### src/hw/rtl/base32_stream_encoder_defines.svh
// Assertion macros shared by the base32 stream encoder RTL.
`ifndef BASE32_STREAM_ENCODER_DEFINES_SVH
`define BASE32_STREAM_ENCODER_DEFINES_SVH

// Same-cycle implication, checked outside reset.
`define B32E_ASSERT_IMPL(label, clk, rst_n, ante, cons) \
  label: assert property (@(posedge clk) disable iff (!(rst_n)) (ante) |-> (cons)) \
    else $error("b32e assertion failed");

// Next-cycle implication, checked outside reset.
`define B32E_ASSERT_NEXT(label, clk, rst_n, ante, cons) \
  label: assert property (@(posedge clk) disable iff (!(rst_n)) (ante) |=> (cons)) \
    else $error("b32e assertion failed");

`endif

### src/hw/rtl/b32e_pkg.sv
// Types, constants and alphabet functions of the base32 stream encoder.
package b32e_pkg;

  localparam int unsigned AddrW        = 6;
  localparam int unsigned DataW        = 64;
  localparam int unsigned QueueDepthDef = 4;

  // register indexes (byte address = 8 * index)
  localparam logic [2:0] RegAlphaSel = 3'd0;
  localparam logic [2:0] RegCustom0  = 3'd1;
  localparam logic [2:0] RegCustom1  = 3'd2;
  localparam logic [2:0] RegCustom2  = 3'd3;
  localparam logic [2:0] RegCustom3  = 3'd4;
  localparam logic [2:0] RegPadChar  = 3'd5;

  // alphabet selector codes; bit 1 set means custom
  localparam logic [1:0] AlphaStd         = 2'd0;
  localparam logic [1:0] AlphaHex         = 2'd1;
  localparam logic [1:0] AlphaCustom      = 2'd2;
  localparam logic [1:0] AlphaCustomAlias = 2'd3;

  localparam logic [7:0] PadCharReset = 8'h3d;
  localparam logic [7:0] CharUpperA   = 8'h41;
  localparam logic [7:0] CharDigit0   = 8'h30;
  localparam logic [7:0] CharDigit2   = 8'h32;

  typedef struct packed {
    logic [7:0] byte_in;
    logic       last_byte;
  } b32e_in_t;

  typedef struct packed {
    logic [7:0] char_out;
    logic       last_char;
  } b32e_out_t;

  // one command per accepted byte: data symbols, then pad characters
  typedef struct packed {
    logic [4:0] sym0;
    logic [4:0] sym1;
    logic [4:0] sym2;
    logic [1:0] ndata;
    logic [2:0] npad;
    logic       last;
  } b32e_cmd_t;

  typedef struct packed {
    logic full;
    logic empty;
  } b32e_qstat_t;

  typedef struct packed {
    logic [2:0] leftover_count;
    logic [2:0] group_position;
  } b32e_fstat_t;

  typedef struct packed {
    logic [1:0]       alpha_sel;
    logic [3:0][63:0] custom;
    logic [7:0]       pad_char;
  } b32e_cfg_t;

  function automatic logic [7:0] std_char(logic [4:0] s);
    if (s < 5'd26) return CharUpperA + {3'b000, s};
    return CharDigit2 + {3'b000, s - 5'd26};
  endfunction

  function automatic logic [7:0] hex_char(logic [4:0] s);
    if (s < 5'd10) return CharDigit0 + {3'b000, s};
    return CharUpperA + {3'b000, s - 5'd10};
  endfunction

endpackage

### src/hw/rtl/base32_stream_encoder.sv
// Top level of the base32 stream encoder: register port, front end, queue, back end.
// Base32 (RFC 4648) encoder. Each accepted byte turns into one or two
// characters, and the byte marked last also yields the leftover-bit character
// and the pad characters up to a multiple of eight; the final character has
// last_char set. The output side delivers one character per cycle from its
// output register while out_stall_i is low, so the throughput of a long message
// is bounded by that back end; the front end takes a byte in any cycle in which
// the QueueDepth-entry command queue has room. A byte's command is written into
// the queue, and its first character is then loaded from the queue head into
// the output register. The alphabet and pad character come from 64-bit
// registers at byte addresses 8*index; write them only while the encoder is
// idle.
`include "base32_stream_encoder_defines.svh"

module base32_stream_encoder import b32e_pkg::*; #(
  parameter int unsigned QueueDepth = QueueDepthDef
) (
  input  logic             clk_i,
  input  logic             rst_ni,
  input  logic             in_valid_i,
  output logic             in_stall_o,
  input  b32e_in_t         in_data_i,
  output logic             out_valid_o,
  input  logic             out_stall_i,
  output b32e_out_t        out_data_o,
  input  logic             psel,
  input  logic             penable,
  input  logic             pwrite,
  input  logic [AddrW-1:0] paddr,
  input  logic [DataW-1:0] pwdata,
  output logic [DataW-1:0] prdata,
  output logic             pready
);

  logic [1:0]       alpha_sel_q;
  logic [3:0][63:0] custom_q;
  logic [7:0]       pad_q;
  logic [2:0]       reg_idx;
  logic             wr_en, in_accept, pop;
  b32e_cfg_t        cfg;
  b32e_cmd_t        cmd_push, cmd_head;
  b32e_qstat_t      qstat;
  b32e_fstat_t      fstat;

  assign pready  = 1'b1;
  assign reg_idx = paddr[5:3];
  assign wr_en   = psel && penable && pwrite && pready;

  always_ff @(posedge clk_i or negedge rst_ni) begin
    if (!rst_ni) begin
      alpha_sel_q <= AlphaStd;
      custom_q    <= '0;
      pad_q       <= PadCharReset;
    end else if (wr_en) begin
      unique case (reg_idx) inside
        RegAlphaSel: alpha_sel_q <= pwdata[1:0];
        RegCustom0, RegCustom1, RegCustom2, RegCustom3:
          custom_q[2'(reg_idx - RegCustom0)] <= pwdata;
        RegPadChar:  pad_q <= pwdata[7:0];
        default: ;
      endcase
    end
  end

  always_comb begin
    unique case (reg_idx) inside
      RegAlphaSel: prdata = {62'd0, alpha_sel_q};
      RegCustom0, RegCustom1, RegCustom2, RegCustom3:
        prdata = custom_q[2'(reg_idx - RegCustom0)];
      RegPadChar:  prdata = {56'd0, pad_q};
      default:     prdata = '0;
    endcase
  end

  assign cfg.alpha_sel = alpha_sel_q;
  assign cfg.custom    = custom_q;
  assign cfg.pad_char  = pad_q;

  assign in_stall_o = qstat.full;
  assign in_accept  = in_valid_i && !in_stall_o;

  b32e_front u_front (
    .clk_i     (clk_i),
    .rst_ni    (rst_ni),
    .accept_i  (in_accept),
    .in_data_i (in_data_i),
    .cmd_o     (cmd_push),
    .status_o  (fstat)
  );

  b32e_queue #(
    .Depth (QueueDepth)
  ) u_queue (
    .clk_i    (clk_i),
    .rst_ni   (rst_ni),
    .push_i   (in_accept),
    .cmd_i    (cmd_push),
    .pop_i    (pop),
    .cmd_o    (cmd_head),
    .status_o (qstat)
  );

  b32e_back u_back (
    .clk_i       (clk_i),
    .rst_ni      (rst_ni),
    .cfg_i       (cfg),
    .cmd_i       (cmd_head),
    .qstat_i     (qstat),
    .pop_o       (pop),
    .out_valid_o (out_valid_o),
    .out_stall_i (out_stall_i),
    .out_data_o  (out_data_o)
  );

  // leftover bits never exceed one partial symbol
  `B32E_ASSERT_IMPL(a_leftover_range, clk_i, rst_ni, 1'b1, fstat.leftover_count <= 3'd4)
  // a final byte leaves the packer at a group boundary with nothing left over
  `B32E_ASSERT_NEXT(a_last_clears, clk_i, rst_ni, in_accept && in_data_i.last_byte,
                    fstat.leftover_count == 3'd0 && fstat.group_position == 3'd0)
  // the emitter only retires a command that is present
  `B32E_ASSERT_IMPL(a_pop_nonempty, clk_i, rst_ni, pop, !qstat.empty)

endmodule

### src/hw/rtl/b32e_front.sv
// Front end: packs bytes into 5-bit symbols and builds one command per byte.
module b32e_front import b32e_pkg::*; (
  input  logic        clk_i,
  input  logic        rst_ni,
  input  logic        accept_i,
  input  b32e_in_t    in_data_i,
  output b32e_cmd_t   cmd_o,
  output b32e_fstat_t status_o
);

  logic [3:0]  bits_q, bits_d;
  logic [2:0]  cnt_q, cnt_d;
  logic [2:0]  gp_q, gp_d;
  logic [11:0] acc, aligned;
  logic        two_groups;
  logic [2:0]  rem;
  logic [1:0]  ndata;
  logic [2:0]  gp_after;

  always_comb begin
    acc        = {bits_q, in_data_i.byte_in};
    // left-align the valid bits; bits below them are zero
    aligned    = 12'(acc << (3'd4 - cnt_q));
    two_groups = (cnt_q >= 3'd2);
    rem        = two_groups ? 3'(cnt_q - 3'd2) : 3'(cnt_q + 3'd3);
    ndata      = two_groups ? 2'd2 : 2'd1;
    if (in_data_i.last_byte && rem != 3'd0) ndata = ndata + 2'd1;
    gp_after   = gp_q + {1'b0, ndata};

    cmd_o.sym0  = aligned[11:7];
    cmd_o.sym1  = aligned[6:2];
    cmd_o.sym2  = {aligned[1:0], 3'b000};
    cmd_o.ndata = ndata;
    cmd_o.npad  = in_data_i.last_byte ? 3'(3'd0 - gp_after) : 3'd0;
    cmd_o.last  = in_data_i.last_byte;

    if (in_data_i.last_byte) begin
      bits_d = 4'd0;
      cnt_d  = 3'd0;
      gp_d   = 3'd0;
    end else begin
      bits_d = acc[3:0] & ~(4'hf << rem);
      cnt_d  = rem;
      gp_d   = gp_after;
    end
  end

  always_ff @(posedge clk_i or negedge rst_ni) begin
    if (!rst_ni) begin
      bits_q <= 4'd0;
      cnt_q  <= 3'd0;
      gp_q   <= 3'd0;
    end else if (accept_i) begin
      bits_q <= bits_d;
      cnt_q  <= cnt_d;
      gp_q   <= gp_d;
    end
  end

  assign status_o.leftover_count = cnt_q;
  assign status_o.group_position = gp_q;

endmodule

### src/hw/rtl/b32e_queue.sv
// Command FIFO between the front end and the character emitter.
module b32e_queue import b32e_pkg::*; #(
  parameter int unsigned Depth = QueueDepthDef
) (
  input  logic        clk_i,
  input  logic        rst_ni,
  input  logic        push_i,
  input  b32e_cmd_t   cmd_i,
  input  logic        pop_i,
  output b32e_cmd_t   cmd_o,
  output b32e_qstat_t status_o
);

  localparam int unsigned PtrW = (Depth > 1) ? $clog2(Depth) : 1;
  localparam int unsigned CntW = $clog2(Depth + 1);
  localparam logic [PtrW-1:0] LastPtr = PtrW'(Depth - 1);

  b32e_cmd_t       mem [Depth];
  logic [PtrW-1:0] wr_q, rd_q;
  logic [CntW-1:0] cnt_q;

  always_ff @(posedge clk_i) begin
    if (push_i) mem[wr_q] <= cmd_i;
  end

  always_ff @(posedge clk_i or negedge rst_ni) begin
    if (!rst_ni) begin
      wr_q  <= '0;
      rd_q  <= '0;
      cnt_q <= '0;
    end else begin
      if (push_i) wr_q <= (wr_q == LastPtr) ? '0 : wr_q + 1'b1;
      if (pop_i)  rd_q <= (rd_q == LastPtr) ? '0 : rd_q + 1'b1;
      if (push_i && !pop_i)      cnt_q <= cnt_q + 1'b1;
      else if (pop_i && !push_i) cnt_q <= cnt_q - 1'b1;
    end
  end

  assign cmd_o           = mem[rd_q];
  assign status_o.full   = (cnt_q == CntW'(Depth));
  assign status_o.empty  = (cnt_q == '0);

endmodule

### src/hw/rtl/b32e_back.sv
// Back end: walks commands, maps symbols via alphabet, one char/cycle unless stalled.
module b32e_back import b32e_pkg::*; (
  input  logic        clk_i,
  input  logic        rst_ni,
  input  b32e_cfg_t   cfg_i,
  input  b32e_cmd_t   cmd_i,
  input  b32e_qstat_t qstat_i,
  output logic        pop_o,
  output logic        out_valid_o,
  input  logic        out_stall_i,
  output b32e_out_t   out_data_o
);

  logic       valid_q;
  b32e_out_t  out_q, out_d;
  logic [3:0] idx_q;
  logic [3:0] total;
  logic       at_end, load;
  logic [4:0] sym;
  logic [7:0] alpha_char;

  always_comb begin
    total  = {2'b00, cmd_i.ndata} + {1'b0, cmd_i.npad};
    at_end = (idx_q == 4'(total - 4'd1));
    load   = !valid_q || !out_stall_i;
    pop_o  = load && !qstat_i.empty && at_end;

    case (idx_q)
      4'd0:    sym = cmd_i.sym0;
      4'd1:    sym = cmd_i.sym1;
      default: sym = cmd_i.sym2;
    endcase

    unique case (cfg_i.alpha_sel) inside
      AlphaStd: alpha_char = std_char(sym);
      AlphaHex: alpha_char = hex_char(sym);
      AlphaCustom, AlphaCustomAlias:
        alpha_char = cfg_i.custom[sym[4:3]][{sym[2:0], 3'b000} +: 8];
      default:  alpha_char = std_char(sym);
    endcase

    out_d.char_out  = (idx_q < {2'b00, cmd_i.ndata}) ? alpha_char : cfg_i.pad_char;
    out_d.last_char = cmd_i.last && at_end;
  end

  always_ff @(posedge clk_i or negedge rst_ni) begin
    if (!rst_ni) begin
      valid_q <= 1'b0;
      idx_q   <= 4'd0;
    end else if (load) begin
      valid_q <= !qstat_i.empty;
      if (!qstat_i.empty) idx_q <= at_end ? 4'd0 : idx_q + 4'd1;
    end
  end

  always_ff @(posedge clk_i) begin
    if (load && !qstat_i.empty) out_q <= out_d;
  end

  assign out_valid_o = valid_q;
  assign out_data_o  = out_q;

endmodule
### config.mk
export PLATFORM = sky130hd
export DESIGN_NAME = base32_stream_encoder
export DESIGN_NICKNAME = d
export VERILOG_FILES = /design/src/hw/rtl/b32e_pkg.sv /design/src/hw/rtl/base32_stream_encoder.sv /design/src/hw/rtl/b32e_front.sv /design/src/hw/rtl/b32e_queue.sv /design/src/hw/rtl/b32e_back.sv
export VERILOG_INCLUDE_DIRS = /design/src /design/src/hw/rtl
export SDC_FILE = /design/constraint.sdc
export NUM_CORES = 1
export LEC_CHECK = 0
export BUFFER_PORTS_ARGS = -buffer_cell sky130_fd_sc_hd__buf_4
export CAP_MARGIN = 40
export CELL_PAD_IN_SITES_DETAIL_PLACEMENT = 1
export CELL_PAD_IN_SITES_GLOBAL_PLACEMENT = 1
export CORE_MARGIN = 4
export CORE_UTILIZATION = 40
export CTS_CLUSTER_SIZE = 30
export DETAILED_ROUTE_END_ITERATION = 6
export GPL_TIMING_DRIVEN = 0
export HOLD_SLACK_MARGIN = 0.06
export PLACE_DENSITY = 0.7
export SYNTH_ARGS = -nofsm -noshare
export SYNTH_HDL_FRONTEND = slang
export SYNTH_SLANG_ARGS = --single-unit
### constraint.sdc
create_clock -name clk_i -period 7.6 [get_ports clk_i]
set_input_delay 1.52 -clock clk_i [delete_from_list [all_inputs] [get_ports clk_i]]
set_output_delay 1.52 -clock clk_i [all_outputs]
set_load 0.02 [all_outputs]
==> results by group <==
Power
  – PwrDens: 448 nW/µm²
  – Leakage: 10.5 nW
  – VDD IR max: 0.222 mV

Timing
  – Clock skew: 9.54 ps
  – Endpoints failing hold: 0
  – Setup TNS after final layout: 0 ps
  – Peak Freq: 144 MHz
  – Pins Over Slew Limit: 0
  – RSZ-0062 raised after global routing: false
  – Fin worst setup slack: 661 ps
  – Max-slew headroom: 0.366
  – Setup violators final: 0
  – Tmin final: 6940 ps
  – Final period utilization: 0.913
  – Hold_ws: 493 ps
  – Slew @ Worst Pin: 950 ps

Finish
  – Post-route cell area: 23800 µm²
  – Final nets: 1934
  – Core Util, Final: 0.486
  – Layout cells sized above 1: 0.366
  – Area Overhead vs Synth: 19.9%

Worst hold path
  – Hold Path Sink: u_front.gp_q[0]
  – Worst Hold Path Cells: 2
  – HP Class: reg2reg
  – Hold path start: u_front.gp_q[0]

Logic synthesis
  – Mean Syn Cell Area: 12.5 µm²
  – Top FF cell, synth: dfrtp_1
  – Ys Warns: 0
  – Top-area cell type share of the netlist area: 0.357
  – #FFs+latches synth: 369
  – Ys async rst share: 0.780
  – Synth Net Count: 1702
  – Syn Inst Count: 1586
  – Netlist Area Pre-Place: 19800 µm²
  – Synth area leaders: dfrtp_1, mux2_2, edfxtp_1
  – Seq/Total Area, Yosys: 0.486
  – Top cell type by total area after synthesis: dfrtp_1
  – Post-synth EDFFs: 81
  – Synth unique cells: 77

Global routing
  – First-pass GRT wire length: 107000 µm
  – Pin count of the biggest net entering global routing: 122
  – Global Route Usage Sum: 0.271
  – Initial antenna violation count: 3
  – Grt ovf: 0
  – Vias in the first global route: 16100

Routing
  – DRC viols: 0
  – Number of DRC markers in iteration 0: 1281
  – DRT Pass-1 Iters: 7
  – Routed vias/inst: 5.98
  – Post-route ant nets: 0
  – Via count: 15100
  – Final WL: 72500 µm
  – WL/cell: 28.8 µm

Clocking
  – H-tree levels: 2
  – CTS tree: yes
  – Max Buffers Root-to-Sink: 3
  – Reg clk slew, reported paths: 60 ps
  – Clock tree root buffer cell: clkbuf_16
  – Hold-fix buffers, CTS: 0
  – Post-CTS Setup Bufs: 0
  – Cts bufs inserted: 43
  – CTS resizes: 0
  – CTS sink count: 369
  – Worst-skew pair later-pin latency: 570 ps

Worst setup path
  – Setup slack, reg-to-reg: 2810 ps
  – Critical path data required time: 6080 ps
  – Critical path data arrival time: 5420 ps
  – CP endpoint kind: output pin
  – FF-to-FF path depth: 17
  – R2R Path Start: u_queue.rd_q[0]
  – Startpoint types: input pin
  – Worst setup path class: in2out
  – CP Max Fanout: 10
  – R2r endpoint: u_queue.cnt_q[1]

Placement
  – Placed standard-cell area: 22300 µm²
  – DP Worst Slack: 749 ps
  – Input/output buffers: 157
  – Routability congestion estimate: 0.980
  – Dpl hpwl: 52700 µm

Status
  – Outcome: completed

Die
  – Die W: 231 µm
  – Initial cell density of the core: 0.405
  – Row count: 81
  – Die Y: 231 µm
  – Die area: 53200 µm²
  – Ports: 162
  – Core footprint: 49000 µm²

Job
  – Max cap viols: 0
-- flip-flops by register name, indices dropped and copies added (netlist names) --
register and flops:
u_queue.cnt_q 3, u_back.out_data_o 9, alpha_sel_q 2, u_front.cnt_q 3, u_queue.rd_q 2, cfg 256
pad_q 8, u_back.out_valid_o 1, u_back.idx_q 4, u_front.bits_q 4, u_front.gp_q 3, u_queue.mem 72
u_queue.wr_q 2
-- critical path, stage by stage --
cell and delay, ps:
buf_4 120, clkbuf_1 390, buf_1 400, buf_6 260, inv_1 90, ha_1 290
clkbuf_1 670, clkbuf_1 660, buf_8 240, mux4_2 380, and3_1 210, buf_4 150
-- final cells by class --
class                   instances  area (µm²)
diodes                          1        2.50
plain buffers                 111         561
clock buffers                  68        1330
clock inverters                10         160
fillers                      5122       25200
inverters                      34         128
multi-input cells            1072        9520
flip-flops and latches        369        9650
well taps                     664         831
repair buffers                187        1600
-- worst max-delay path by stage --
stage	from	endpoint	slack, ps	cells after the start
after global routing	paddr[3]	prdata[53]	650	12
final	paddr[3]	prdata[53]	660	12
after CTS	paddr[3]	prdata[53]	720	12
after floorplan	paddr[3]	prdata[2]	1980	8
after global placement	paddr[3]	prdata[53]	-380	10
after detailed placement	paddr[3]	prdata[53]	750	12
-- layer usage --
layer	GRT usage	vias to the layer above	wire [µm]
met4	0.0962	0	2730
met3	0.0619	156	5650
met1	0.373	7936	30900
met2	0.425	596	33200
li1	-	6368	-
met5	0	-	0
-- synth_stat cells, types with 18 or more instances --
| library cell | number |
|---|---|
| o21ai_0 | 32 |
| nor2_1 | 34 |
| inv_1 | 31 |
| mux2_2 | 282 |
| ha_1 | 27 |
| buf_2 | 18 |
| nand2_1 | 196 |
| a21oi_1 | 31 |
| nand3_1 | 60 |
| and3_1 | 64 |
| mux2i_1 | 93 |
| clkbuf_1 | 62 |
| dfrtp_1 | 283 |
| mux4_2 | 78 |
| edfxtp_1 | 81 |
-- cells in the final DEF (no fill, tap or decap), types with 25 or more instances in the layout --
cell	count
dfrtp_1	283
mux2_2	282
nand2_1	196
buf_4	166
mux2i_1	93
edfxtp_1	81
mux4_2	78
clkbuf_1	72
and3_1	64
nand3_1	60
clkbuf_16	44
nor2_1	34
o21ai_0	32
inv_1	31
a21oi_1	30
ha_1	27
buf_6	25
-- stage by stage --
stage	power [mW]	std cells
floorplan	6.17	1586
global placement	8.14	2407
detailed placement	8.38	2437
CTS	10.6	2515
global route	11.1	2516
finish	10.6	2516
-- where the power goes --
part | leakage [nW] | internal, mW | switching [mW]
Combinational | 5.36 | 1.97 | 3.48
Clock | 0.732 | 1.34 | 0.848
Sequential | 4.41 | 2.67 | 0.339
Total | 10.5 | 5.97 | 4.67
-- cells by family after synthesis --
kind of cell,count (synthesis),synth area share
DFF,369,0.486
AOI/OAI and AO/OA,161,0.0578
muxes,453,0.296
adders and majority gates,30,0.0201
and+or+nand+nor,412,0.0990
xor gates and xnor gates,15,0.00662
other,1,0.000189
buffers and inverters,145,0.0346
No activity file was read; power rests on OpenSTA's default activity.
